--- src/rtl/core/wmpa_pkg.sv ---
// Shared types and constants for the wrench-to-motor pulse allocator.
// Holds the fixed allocation coefficient table, register indexes and state codes.
// No dependencies.
package wmpa_pkg;

   localparam int MotorCount   = 8;
   localparam int WrenchCount  = 6;
   localparam int AxisCount    = 3;
   localparam int CoefRomBits  = 18;
   localparam int CoefIntBits  = 3;
   localparam int PulseBits    = 12;
   localparam int GainBits     = 16;
   localparam int RootGainFrac = 12;
   localparam int CsrDataBits  = 16;

   typedef enum logic [1:0] {
      CSR_PULSE_CENTER = 2'd0,
      CSR_PULSE_MIN    = 2'd1,
      CSR_PULSE_MAX    = 2'd2,
      CSR_THRUST_GAIN  = 2'd3
   } csr_index_type;

   typedef enum logic {
      OP_FORCE  = 1'b0,
      OP_TORQUE = 1'b1
   } op_type;

   typedef enum logic [2:0] {
      ST_IDLE,
      ST_WRITE,
      ST_MAC,
      ST_NORM,
      ST_ROOT,
      ST_SCALE,
      ST_APPLY,
      ST_DONE
   } state_type;

   localparam logic [PulseBits-1:0] PulseCenterReset = 12'd1500;
   localparam logic [PulseBits-1:0] PulseMinReset    = 12'd1000;
   localparam logic [PulseBits-1:0] PulseMaxReset    = 12'd2000;
   localparam logic [GainBits-1:0]  ThrustGainReset  = 16'd65037;

   localparam logic signed [CoefRomBits-1:0] RomA = 18'sd9691;
   localparam logic signed [CoefRomBits-1:0] RomB = 18'sd2597;
   localparam logic signed [CoefRomBits-1:0] RomC = 18'sd7094;

   // rows: motors; columns: force x,y,z then torque x,y,z (Q2.15)
   localparam logic signed [CoefRomBits-1:0] ALLOC_ROM [MotorCount][WrenchCount] = '{
      '{-RomA,  RomB,  RomC,  RomB, -RomA,  RomC},
      '{ RomB,  RomA, -RomC, -RomA, -RomB, -RomC},
      '{-RomB, -RomA, -RomC,  RomA,  RomB, -RomC},
      '{ RomA, -RomB,  RomC, -RomB,  RomA,  RomC},
      '{ RomA, -RomB,  RomC,  RomB, -RomA, -RomC},
      '{-RomB, -RomA, -RomC, -RomA, -RomB,  RomC},
      '{ RomB,  RomA, -RomC,  RomA,  RomB,  RomC},
      '{-RomA,  RomB,  RomC, -RomB,  RomA, -RomC}
   };

endpackage

--- src/rtl/core/wmpa_isqrt.sv ---
// Iterative floor integer square root, one result bit per cycle.
// Used by the allocator top level; depends on nothing else.
module wmpa_isqrt #(
   parameter int RAD_BITS = 18
) (
   input  logic                  clock,
   input  logic                  reset,
   input  logic                  start,
   input  logic [RAD_BITS-1:0]   radicand,
   output logic                  done,
   output logic [RAD_BITS/2-1:0] root
);

   localparam int RootBits = RAD_BITS / 2;
   localparam int CntBits  = $clog2(RootBits + 1);

   logic                busy_ff;
   logic                done_ff;
   logic [CntBits-1:0]  cnt_ff;
   logic [RAD_BITS-1:0] rad_ff;
   logic [RootBits+1:0] rem_ff;
   logic [RootBits-1:0] root_ff;

   logic [RootBits+1:0] rem_sh;
   logic [RootBits+1:0] trial;
   logic                take;
   logic [RootBits+1:0] rem_in;
   logic [RootBits-1:0] root_in;

   always_comb begin
      rem_sh  = {rem_ff[RootBits-1:0], rad_ff[RAD_BITS-1 -: 2]};
      trial   = {root_ff, 2'b01};
      take    = (rem_sh >= trial);
      rem_in  = take ? (rem_sh - trial) : rem_sh;
      root_in = {root_ff[RootBits-2:0], take};
   end

   always_ff @(posedge clock) begin
      if (reset) begin
         busy_ff <= 1'b0;
         done_ff <= 1'b0;
         cnt_ff  <= '0;
      end else begin
         done_ff <= 1'b0;
         if (start) begin
            busy_ff <= 1'b1;
            cnt_ff  <= '0;
         end else if (busy_ff) begin
            cnt_ff <= cnt_ff + 1'b1;
            if (cnt_ff == CntBits'(RootBits - 1)) begin
               busy_ff <= 1'b0;
               done_ff <= 1'b1;
            end
         end
      end
   end

   always_ff @(posedge clock) begin
      if (start) begin
         rad_ff  <= radicand;
         rem_ff  <= '0;
         root_ff <= '0;
      end else if (busy_ff) begin
         rad_ff  <= rad_ff << 2;
         rem_ff  <= rem_in;
         root_ff <= root_in;
      end
   end

   assign done = done_ff;
   assign root = root_ff;

endmodule

--- src/rtl/core/wrench_to_motor_pulse_allocator.sv ---
// Top level of the wrench-to-motor pulse allocator for an eight-rotor vehicle.
// Uses wmpa_pkg and the iterative square root unit wmpa_isqrt.
//
// Each accepted word replaces the force (opcode 0) or torque (opcode 1) setpoint
// and yields one word of eight pulse widths. Setpoints live in a six-entry
// synchronous memory; a setpoint never written counts as zero. Per motor, six
// products go through one shared multiply-accumulate pipe, then a bit-serial
// square root with its load and handoff, a gain multiply and a saturate step.
// The next word is taken once the previous result has moved into the output
// register.
module wrench_to_motor_pulse_allocator #(
   parameter int SETPOINT_BITS = 16,
   parameter int COEF_BITS     = 18
) (
   input  logic                                    clock,
   input  logic                                    reset,

   input  logic                                    csr_wr_en,
   input  wmpa_pkg::csr_index_type                 csr_index,
   input  logic [wmpa_pkg::CsrDataBits-1:0]        csr_wdata,

   input  logic                                    req_valid,
   output logic                                    req_stall,
   input  wmpa_pkg::op_type                        req_opcode,
   input  logic signed [SETPOINT_BITS-1:0]         req_set_x,
   input  logic signed [SETPOINT_BITS-1:0]         req_set_y,
   input  logic signed [SETPOINT_BITS-1:0]         req_set_z,

   output logic                                    rsp_valid,
   input  logic                                    rsp_stall,
   output logic [wmpa_pkg::PulseBits-1:0]          rsp_motor1_pulse,
   output logic [wmpa_pkg::PulseBits-1:0]          rsp_motor2_pulse,
   output logic [wmpa_pkg::PulseBits-1:0]          rsp_motor3_pulse,
   output logic [wmpa_pkg::PulseBits-1:0]          rsp_motor4_pulse,
   output logic [wmpa_pkg::PulseBits-1:0]          rsp_motor5_pulse,
   output logic [wmpa_pkg::PulseBits-1:0]          rsp_motor6_pulse,
   output logic [wmpa_pkg::PulseBits-1:0]          rsp_motor7_pulse,
   output logic [wmpa_pkg::PulseBits-1:0]          rsp_motor8_pulse
);

   import wmpa_pkg::*;

   localparam int SP        = SETPOINT_BITS;
   localparam int CB        = COEF_BITS;
   localparam int ProdBits  = SP + CB;
   localparam int AccBits   = SP + CB + 1;
   localparam int CoefFrac  = CB - CoefIntBits;
   localparam int FmagBits  = SP + 2;
   localparam int RadBits   = FmagBits + (FmagBits % 2);
   localparam int RootBits  = RadBits / 2;
   localparam int GrBits    = GainBits + RootBits;
   localparam int OffBits   = GrBits - RootGainFrac;
   localparam int PBits     = ((OffBits > PulseBits) ? OffBits : PulseBits) + 2;
   localparam int CoefShl   = (CB >= CoefRomBits) ? (CB - CoefRomBits) : 0;
   localparam int CoefShr   = (CB <  CoefRomBits) ? (CoefRomBits - CB) : 0;
   localparam logic [2:0] TorqueBase = 3'(AxisCount);
   localparam logic [2:0] LastTerm   = 3'(WrenchCount - 1);
   localparam logic [2:0] TermCount  = 3'(WrenchCount);
   localparam logic [2:0] LastMotor  = 3'(MotorCount - 1);
   localparam logic [1:0] LastAxis   = 2'(AxisCount - 1);

   function automatic logic signed [CB-1:0] coef_scale(
      input logic signed [CoefRomBits-1:0] c
   );
      logic [CoefRomBits-1:0]    mag;
      logic [CB+CoefRomBits-1:0] wide;
      logic [CB-1:0]             m;
      mag  = c[CoefRomBits-1] ? CoefRomBits'(-c) : CoefRomBits'(c);
      wide = ({{CB{1'b0}}, mag} << CoefShl) >> CoefShr;
      m    = wide[CB-1:0];
      return c[CoefRomBits-1] ? -$signed(m) : $signed(m);
   endfunction

   // configuration
   logic [PulseBits-1:0] center_ff, min_ff, max_ff;
   logic [GainBits-1:0]  gain_ff;

   // control
   state_type            state_ff, state_in;
   logic [1:0]           wr_idx_ff;
   logic [2:0]           mac_cnt_ff;
   logic [2:0]           motor_ff;
   logic                 force_seen_ff, torque_seen_ff;
   logic                 rd_v_ff, rd_last_ff, mul_v_ff, mul_last_ff;
   logic                 rsp_valid_ff;

   // strobes
   logic                 accept;
   logic                 mem_we;
   logic                 issue_en;
   logic                 acc_clr;
   logic                 sqrt_start;
   logic                 scale_en;
   logic                 apply_en;
   logic                 load_out;

   // payload
   op_type               op_ff;
   logic [SP-1:0]        x_ff, y_ff, z_ff;
   logic [SP-1:0]        sp_mem [WrenchCount];
   logic [SP-1:0]        rd_data_ff;
   logic                 zero_ff;
   logic signed [CB-1:0] coef_ff;
   logic signed [ProdBits-1:0] prod_ff;
   logic signed [AccBits-1:0]  acc_ff;
   logic                 neg_ff;
   logic [OffBits-1:0]   offset_ff;
   logic [PulseBits-1:0] pulse_ff [MotorCount];
   logic [PulseBits-1:0] rsp_pulse_ff [MotorCount];

   logic [2:0]           wr_addr;
   logic [SP-1:0]        wr_data;
   logic signed [SP-1:0] wrench_op;
   logic signed [ProdBits-1:0] prod_in;
   logic signed [AccBits-1:0]  acc_q;
   logic signed [AccBits-1:0]  fmag;
   logic [RadBits-1:0]   radicand;
   logic                 sqrt_done;
   logic [RootBits-1:0]  root;
   logic [GrBits-1:0]    gr_prod;
   logic signed [PBits-1:0] pulse_raw, pulse_lo, pulse_sat;

   // next state
   always_comb begin
      state_in = state_ff;
      unique case (state_ff)
         ST_IDLE:  if (req_valid) state_in = ST_WRITE;
         ST_WRITE: if (wr_idx_ff == LastAxis) state_in = ST_MAC;
         ST_MAC:   if (mul_v_ff && mul_last_ff) state_in = ST_NORM;
         ST_NORM:  state_in = ST_ROOT;
         ST_ROOT:  if (sqrt_done) state_in = ST_SCALE;
         ST_SCALE: state_in = ST_APPLY;
         ST_APPLY: state_in = (motor_ff == LastMotor) ? ST_DONE : ST_MAC;
         ST_DONE:  if (!rsp_valid_ff || !rsp_stall) state_in = ST_IDLE;
         default:  state_in = ST_IDLE;
      endcase
   end

   // strobes
   always_comb begin
      req_stall  = (state_ff != ST_IDLE);
      mem_we     = (state_ff == ST_WRITE);
      issue_en   = (state_ff == ST_MAC) && (mac_cnt_ff != TermCount);
      acc_clr    = (state_ff == ST_WRITE) || (state_ff == ST_NORM);
      sqrt_start = (state_ff == ST_NORM);
      scale_en   = (state_ff == ST_SCALE);
      apply_en   = (state_ff == ST_APPLY);
      load_out   = (state_ff == ST_DONE) && (!rsp_valid_ff || !rsp_stall);
   end

   assign accept = req_valid && !req_stall;

   always_ff @(posedge clock) begin
      if (reset) begin
         state_ff       <= ST_IDLE;
         wr_idx_ff      <= '0;
         mac_cnt_ff     <= '0;
         motor_ff       <= '0;
         force_seen_ff  <= 1'b0;
         torque_seen_ff <= 1'b0;
         rd_v_ff        <= 1'b0;
         rd_last_ff     <= 1'b0;
         mul_v_ff       <= 1'b0;
         mul_last_ff    <= 1'b0;
         rsp_valid_ff   <= 1'b0;
         center_ff      <= PulseCenterReset;
         min_ff         <= PulseMinReset;
         max_ff         <= PulseMaxReset;
         gain_ff        <= ThrustGainReset;
      end else begin
         state_ff    <= state_in;
         rd_v_ff     <= issue_en;
         rd_last_ff  <= issue_en && (mac_cnt_ff == LastTerm);
         mul_v_ff    <= rd_v_ff;
         mul_last_ff <= rd_v_ff && rd_last_ff;
         if (accept) begin
            wr_idx_ff <= '0;
            motor_ff  <= '0;
            if (req_opcode == OP_TORQUE) begin
               torque_seen_ff <= 1'b1;
            end else begin
               force_seen_ff <= 1'b1;
            end
         end
         if (mem_we) wr_idx_ff <= wr_idx_ff + 1'b1;
         if (issue_en) begin
            mac_cnt_ff <= mac_cnt_ff + 1'b1;
         end else if (acc_clr) begin
            mac_cnt_ff <= '0;
         end
         if (apply_en) motor_ff <= motor_ff + 1'b1;
         if (load_out) begin
            rsp_valid_ff <= 1'b1;
         end else if (!rsp_stall) begin
            rsp_valid_ff <= 1'b0;
         end
         if (csr_wr_en) begin
            unique case (csr_index)
               CSR_PULSE_CENTER: center_ff <= csr_wdata[PulseBits-1:0];
               CSR_PULSE_MIN:    min_ff    <= csr_wdata[PulseBits-1:0];
               CSR_PULSE_MAX:    max_ff    <= csr_wdata[PulseBits-1:0];
               CSR_THRUST_GAIN:  gain_ff   <= csr_wdata[GainBits-1:0];
               default:          ;
            endcase
         end
      end
   end

   // setpoint memory: writes finish before the multiply pass reads
   always_comb begin
      wr_addr = (op_ff == OP_TORQUE) ? (3'(wr_idx_ff) + TorqueBase) : 3'(wr_idx_ff);
      unique case (wr_idx_ff)
         2'd0:    wr_data = x_ff;
         2'd1:    wr_data = y_ff;
         default: wr_data = z_ff;
      endcase
   end

   always_ff @(posedge clock) begin
      if (mem_we) sp_mem[wr_addr] <= wr_data;
   end

   always_ff @(posedge clock) begin
      if (issue_en) rd_data_ff <= sp_mem[mac_cnt_ff];
   end

   // datapath
   always_comb begin
      wrench_op = zero_ff ? '0 : $signed(rd_data_ff);
      prod_in   = coef_ff * wrench_op;
      acc_q     = acc_ff >>> CoefFrac;
      fmag      = acc_ff[AccBits-1] ? -acc_q : acc_q;
      radicand  = RadBits'(fmag);
      gr_prod   = GrBits'(gain_ff) * GrBits'(root);
      pulse_raw = neg_ff ? ($signed(PBits'(center_ff)) - $signed(PBits'(offset_ff)))
                         : ($signed(PBits'(center_ff)) + $signed(PBits'(offset_ff)));
      pulse_lo  = (pulse_raw < $signed(PBits'(min_ff))) ? $signed(PBits'(min_ff)) : pulse_raw;
      pulse_sat = (pulse_lo > $signed(PBits'(max_ff))) ? $signed(PBits'(max_ff)) : pulse_lo;
   end

   always_ff @(posedge clock) begin
      if (accept) begin
         op_ff <= req_opcode;
         x_ff  <= req_set_x;
         y_ff  <= req_set_y;
         z_ff  <= req_set_z;
      end
      if (issue_en) begin
         coef_ff <= coef_scale(ALLOC_ROM[motor_ff][mac_cnt_ff]);
         zero_ff <= (mac_cnt_ff < TorqueBase) ? !force_seen_ff : !torque_seen_ff;
      end
      if (rd_v_ff) prod_ff <= prod_in;
      if (acc_clr) begin
         acc_ff <= '0;
      end else if (mul_v_ff) begin
         acc_ff <= acc_ff + AccBits'(prod_ff);
      end
      if (sqrt_start) neg_ff <= acc_ff[AccBits-1];
      if (scale_en) offset_ff <= gr_prod[GrBits-1:RootGainFrac];
      if (apply_en) pulse_ff[motor_ff] <= pulse_sat[PulseBits-1:0];
      if (load_out) rsp_pulse_ff <= pulse_ff;
   end

   wmpa_isqrt #(
      .RAD_BITS (RadBits)
   ) u_isqrt (
      .clock    (clock),
      .reset    (reset),
      .start    (sqrt_start),
      .radicand (radicand),
      .done     (sqrt_done),
      .root     (root)
   );

   assign rsp_valid        = rsp_valid_ff;
   assign rsp_motor1_pulse = rsp_pulse_ff[0];
   assign rsp_motor2_pulse = rsp_pulse_ff[1];
   assign rsp_motor3_pulse = rsp_pulse_ff[2];
   assign rsp_motor4_pulse = rsp_pulse_ff[3];
   assign rsp_motor5_pulse = rsp_pulse_ff[4];
   assign rsp_motor6_pulse = rsp_pulse_ff[5];
   assign rsp_motor7_pulse = rsp_pulse_ff[6];
   assign rsp_motor8_pulse = rsp_pulse_ff[7];

endmodule

--- config.mk ---
export PLATFORM = sky130hd
export DESIGN_NAME = wrench_to_motor_pulse_allocator
export DESIGN_NICKNAME = d
export VERILOG_FILES = /design/src/rtl/core/wmpa_pkg.sv /design/src/rtl/core/wmpa_isqrt.sv /design/src/rtl/core/wrench_to_motor_pulse_allocator.sv
export SDC_FILE = /design/constraint.sdc
export NUM_CORES = 2
export LEC_CHECK = 0
export ABC_CLOCK_PERIOD_IN_PS = 10400
export BUFFER_PORTS_ARGS = -buffer_cell sky130_fd_sc_hd__buf_2
export CORE_UTILIZATION = 65
export CTS_CLUSTER_DIAMETER = 60
export CTS_CLUSTER_SIZE = 30
export DETAILED_ROUTE_END_ITERATION = 12
export GPL_ROUTABILITY_DRIVEN = 0
export PLACE_DENSITY_LB_ADDON = 0.1
export REMOVE_ABC_BUFFERS = 1
export SKIP_LAST_GASP = 1
export SLEW_MARGIN = 20
export SYNTH_ARGS = -nofsm -noshare
export SYNTH_HDL_FRONTEND = slang
export SYNTH_SLANG_ARGS = --single-unit
export TNS_END_PERCENT = 5
--- constraint.sdc ---
create_clock -name clock -period 10.4 [get_ports clock]
set_input_delay 2.08 -clock clock [delete_from_list [all_inputs] [get_ports clock]]
set_output_delay 2.08 -clock clock [all_outputs]
set_load 0.03 [all_outputs]
; ---- Yosys cells after proc, flatten, opt, wreduce, memory -nomap -nowiden
; Memory sizes are Yosys's and may differ from the RTL's. A register that Yosys moved wholly into a read port is not among the register bits.
; Index checks and enable logic that the tools add are counted.
; Widths: inputs -> output; s select.
[op_classes]
n_bitwise = 4
n_mul = 2
n_eq_ne = 22
n_reduce_logical = 31
add_sub_neg = 12
muxes = 42
order_cmp = 7
[ops]
columns = op, n
row1 = $mux 108, 2
row2 = $mux 18, 7
row3 = $bwmux 96, 1
row4 = $bmux 18 s3, 1
row5 = $neg 18->18, 3
row6 = $demux 12 s3, 1
row7 = $add 35x34->35, 1
row8 = $mul 18x16->34, 1
row9 = $mux 3, 11
row10 = $pmux 16 s2, 1
row11 = $mux 15, 2
row12 = $mul 16x9->25, 1
row13 = $mux 12, 2
row14 = $pmux 3 s8, 1
row15 = $eq 3x3->1 const B, 6
row16 = $mux 16, 1
row17 = $gt 15x13->1, 1
row18 = $lt 15x13->1, 1
row19 = $add 12x13->14, 1
row20 = $sub 12x13->14, 1
row21 = $reduce_and 2->1, 6
row22 = $ge 11x11->1, 1
row23 = $mux 1, 9
row24 = $mux 9, 1
row25 = other kinds (29), 57
[word_totals]
elab_cells = 169
ramBits = 96
mem_count = 2
out_inout_bits = 98
mem_bits_ro = 864
register_bits = 455
[mem_list]
columns = name, depth, word_bits, read_ports, rd_clocked_by_memory_dff, wr, line_no
row1 = (name not given), 8, 108, 1, 0, 0, wrench_to_motor_pulse_allocator.sv:249  ; coef_ff <= coef_scale(ALLOC_ROM[motor_ff][mac_cnt_ff]);
row2 = sp_mem, 6, 16, 1, 1, 1, wrench_to_motor_pulse_allocator.sv:100  ; logic [SP-1:0] sp_mem [WrenchCount];

; ---- Logic depth before layout (Yosys ltp)
[logic_depth]
word_depth = 11
ltp_mapped = 31
depth_no_buf = 30

; ---- By module
; From an unflattened synthesis, not the netlist that was laid out.
[unflattened]
cells_unflattened = 3557
hier_area_um2 = 39329.0
[by_module_without_submodules]
columns = mod, n_inst, cells_per_inst, area_each_um2
row1 = wrench_to_motor_pulse_allocator, 1, 3358, 37133.1
row2 = wmpa_isqrt, 1, 199, 2195.9

; ---- Worst setup path before layout
; Ideal clock, no wire load.
[synth_path]
path_kind = input port to flip-flop
startpoint = input rsp_stall
endpoint = register rsp_pulse_ff, in the netlist rsp_motor1_pulse[0], enable pin
path_slack_ns = 3.081
path_buffers = 0
arrival_ns = 6.737
required_time_ns = 9.818
setup_time_ns = 0.582
cell_stages = 1
path_cell_list = a21oi_1
[synth_via]
elab_chain_cells = 3
[synth_lines]
columns = item, line_no
row1 = start: declaration, wrench_to_motor_pulse_allocator.sv:30  ; input logic rsp_stall,
row2 = $logic_not 1->1, n/a
row3 = $logic_or 1x1->1, wrench_to_motor_pulse_allocator.sv:148  ; load_out = (state_ff == ST_DONE) && (!rsp_valid_ff || !rsp_stall);
row4 = $logic_and 1x1->1, wrench_to_motor_pulse_allocator.sv:148
row5 = end signal: assignment, wrench_to_motor_pulse_allocator.sv:261  ; if (load_out) rsp_pulse_ff <= pulse_ff;
row6 = end: declaration, wrench_to_motor_pulse_allocator.sv:109  ; logic [PulseBits-1:0] rsp_pulse_ff [MotorCount];
; No other way between the ends.
; A chain may end at the register's enable or synchronous reset.

; ---- Worst setup path after layout
[layout_path]
startpoint = register zero_ff
endpoint = register prod_ff[33] (data pin)
[layout_via]
elab_chain_cells = 2
[layout_lines]
columns = item, line_no
row1 = start: declaration, wrench_to_motor_pulse_allocator.sv:102  ; logic zero_ff;
row2 = start signal: assignment, wrench_to_motor_pulse_allocator.sv:250  ; zero_ff <= (mac_cnt_ff < TorqueBase) ? !force_seen_ff : !torque_seen_ff;
row3 = $mux 16, wrench_to_motor_pulse_allocator.sv:229  ; wrench_op = zero_ff ? '0 : $signed(rd_data_ff);
row4 = $mul 18x16->34, wrench_to_motor_pulse_allocator.sv:230  ; prod_in = coef_ff * wrench_op;
row5 = net prod_in[33], wrench_to_motor_pulse_allocator.sv:114  ; logic signed [ProdBits-1:0] prod_in;
row6 = end signal: assignment, wrench_to_motor_pulse_allocator.sv:252  ; if (rd_v_ff) prod_ff <= prod_in;
row7 = end: declaration, wrench_to_motor_pulse_allocator.sv:104  ; logic signed [ProdBits-1:0] prod_ff;
; The timed path passes the listed nets, and every way through them passes these cells.

==> impl_metrics.tcl <==
set metrics [dict create \
    status "finished, violations left" \
    violations "DRC" \
    final_nets 4385 \
    syn-cell-area_um2 39100 \
    cp.required_ns 10.72 \
    core-area_um2 59200 \
    crit_path_start_kind "register" \
    grt_max_degree 97 \
    synthTopCellsByArea "edfxtp_1 34%, fa_1 20%, ha_1 7.6%" \
    grt_overflow 0 \
    worstPathArrival_ns 8.10 \
    hold_violations 0 \
    numCtsBuffers 38 \
    wl_per_cell_um 19.4 \
    cts_tree "yes" \
    layout-drive-gt1-share 0.0867 \
    root_buffer "clkbuf_16" \
    hold_path.class "register to register" \
    synth_top_area_share 0.336 \
    crit_path_end_kind "register" \
    synth_edf_count 438 \
    maxCapViolations 0 \
    yosysMostFrequentCell "inv_1" \
    worstSkewPairLatency_ns 0.61 \
    drc 16 \
    synthCells 3592 \
    clock-sinks 567 \
    grt_use_total 0.294 \
    dr_total_vias 26039 \
    slew_violations 0 \
    worst_slew_margin_rel 0.265 \
    numPortBuffers 169 \
    n_antenna_cell 0 \
    antenna_found_initial 4 \
    drt-vias-per-instance 5.80 \
    yosys_warnings 0 \
    yosys_most_used_dff "edfxtp_1" \
    synthTopCellsByCount "551 x inv_1, 456 x nand2_1, 438 x edfxtp_1" \
    crit_fanout 19 \
    grt_pass1_wl_um 139000 \
    fin_crit_ns 7.78 \
    min_period_over_period 0.748 \
    whs_ns 0.417 \
    pin_count 170 \
    drt_first_pass_iters 11 \
    post-cts-setup-buffer-count 0 \
    worst_pin_slew_ns 1.10 \
    grt_setup_unrepaired "no" \
    start_util 0.660 \
    tns_ns 0 \
    async_flop_share 0 \
    worstSetupPathType "register to register" \
    antenna_left 0 \
    die_h_um 247 \
    ys_types 76 \
    rows 89 \
    dp_hpwl_um 65200 \
    ys_ff_latch 567 \
    drt_iter0_drc 2063 \
    cts-resized-gates 0 \
    syn2layout_area_growth_pct 7.74 \
    post-place-cells 4418 \
    fmax_ghz 0.129 \
    postCtsHoldBufs 0 \
    cts_max_level 2 \
    synth_area_per_cell_um2 10.9 \
    fillers 4274 \
    design.die.area_um2 61100 \
    totalWireLength_um 87200 \
    cts_buffer_depth 3 \
    final_cells 4488 \
    grt_pass1_vias 26415 \
    setup_viol 0 \
    fin_skew_ns 0.0415 \
    die_w_um 247 \
    synth_area_leader_cell "edfxtp_1" \
    clk_pin_slew_ns 0.10 \
    yosysSeqAreaShare 0.402 \
]
## layout make-up
cell class | instances | area, um2 | share of cell area
clock buffer | 43 | 991 | 0.0235
clock inverter | 27 | 479 | 0.0114
inverter | 555 | 2080 | 0.0494
multi-input combinational | 2324 | 20800 | 0.494
sequential | 567 | 15700 | 0.374
tap | 773 | 967 | 0.0230
timing repair buffer | 199 | 1070 | 0.0255
## kinds of logic (layout without fill, tap and decap cells)
logic type,count (synthesis),in the layout,share of synthesized area
DFF,567,567,0.402
muxes,92,92,0.0292
AOI/OAI and AO/OA,472,472,0.0774
and+or+nand+nor,1029,1029,0.124
buffers and inverters,701,824,0.0676
xor gates and xnor gates,103,103,0.0231
adders and majority gates,628,628,0.276
## placed cells by master, fill, tap and decap left out, types with 8 or more instances in the layout
| master | count |
|---|---|
| inv_12 | 8 |
| nand2_1 | 456 |
| nand3b_1 | 19 |
| nand4_1 | 13 |
| fa_1 | 391 |
| mux2_1 | 11 |
| nor3_1 | 36 |
| nor2_1 | 158 |
| a31oi_1 | 16 |
| ha_1 | 237 |
| edfxtp_1 | 438 |
| a21o_1 | 38 |
| buf_2 | 169 |
| nand2b_1 | 22 |
| mux4_2 | 16 |
| o211ai_1 | 10 |
| mux2i_1 | 60 |
| a21oi_1 | 135 |
| inv_1 | 550 |
| and2_1 | 188 |
| xnor2_1 | 59 |
| a211o_1 | 19 |
| xor2_1 | 44 |
| buf_4 | 29 |
| clkbuf_16 | 39 |
| or3_1 | 14 |
| o21ai_1 | 16 |
| a211oi_1 | 21 |
| o21ai_0 | 99 |
| nor2b_1 | 37 |
| o21a_1 | 27 |
| a22oi_1 | 19 |
| dfxtp_1 | 126 |
| nand3_1 | 30 |
| or2_2 | 8 |
| and3_1 | 17 |
## critical path, cell delays in order (launching register included)
cell and delay (ns):
edfxtp_1 0.62, nand2b_1 0.61, or2_2 0.50, fa_1 0.52
fa_1 0.52, fa_1 0.53, fa_1 0.53, fa_1 0.52
fa_1 0.55, inv_1 0.05, ha_1 0.36, a21o_1 0.20
a21oi_1 0.23, o21ai_0 0.17, a211o_1 0.28, o211ai_1 0.29
o21ai_1 0.17, or3_1 0.37, a2111oi_0 0.39, nor3_1 0.11
## stage by stage
step                      instance area (um2)  utilization  setup slack, ns
after global routing                    42100        0.711             2.25
after floorplan                         38500            -             3.08
final                                   42100        0.711             2.62
after global placement                  40600        0.686             2.62
after CTS                               42100        0.711             2.67
after detailed placement                40600        0.686             2.72
## registers in the layout (all words and copies together) (netlist names), 18 cells and up
name            flops
pulse_ff           96
coef_ff            18
sp_mem             96
acc_ff             35
prod_ff            34
u_isqrt.rad_ff     18
## routing by layer
metal / part of all wire / GRT usage
met5: 0.00015 / 0
met4: 0.029 / 0.0924
met3: 0.076 / 0.0469
met2: 0.48 / 0.479
met1: 0.42 / 0.407
## worst paths after layout
kind,from,end,slack (ns),cells past startpoint
max,zero_ff,prod_ff[33],2.62,19
min,pulse_ff[42],rsp_motor5_pulse[6],0.42,0
max reg2reg,zero_ff,prod_ff[33],2.62,19
min reg2reg,pulse_ff[42],rsp_motor5_pulse[6],0.42,0
Power is not shown: default switching activity piles up to over one toggle a cycle in this logic, so the estimate is an artifact.
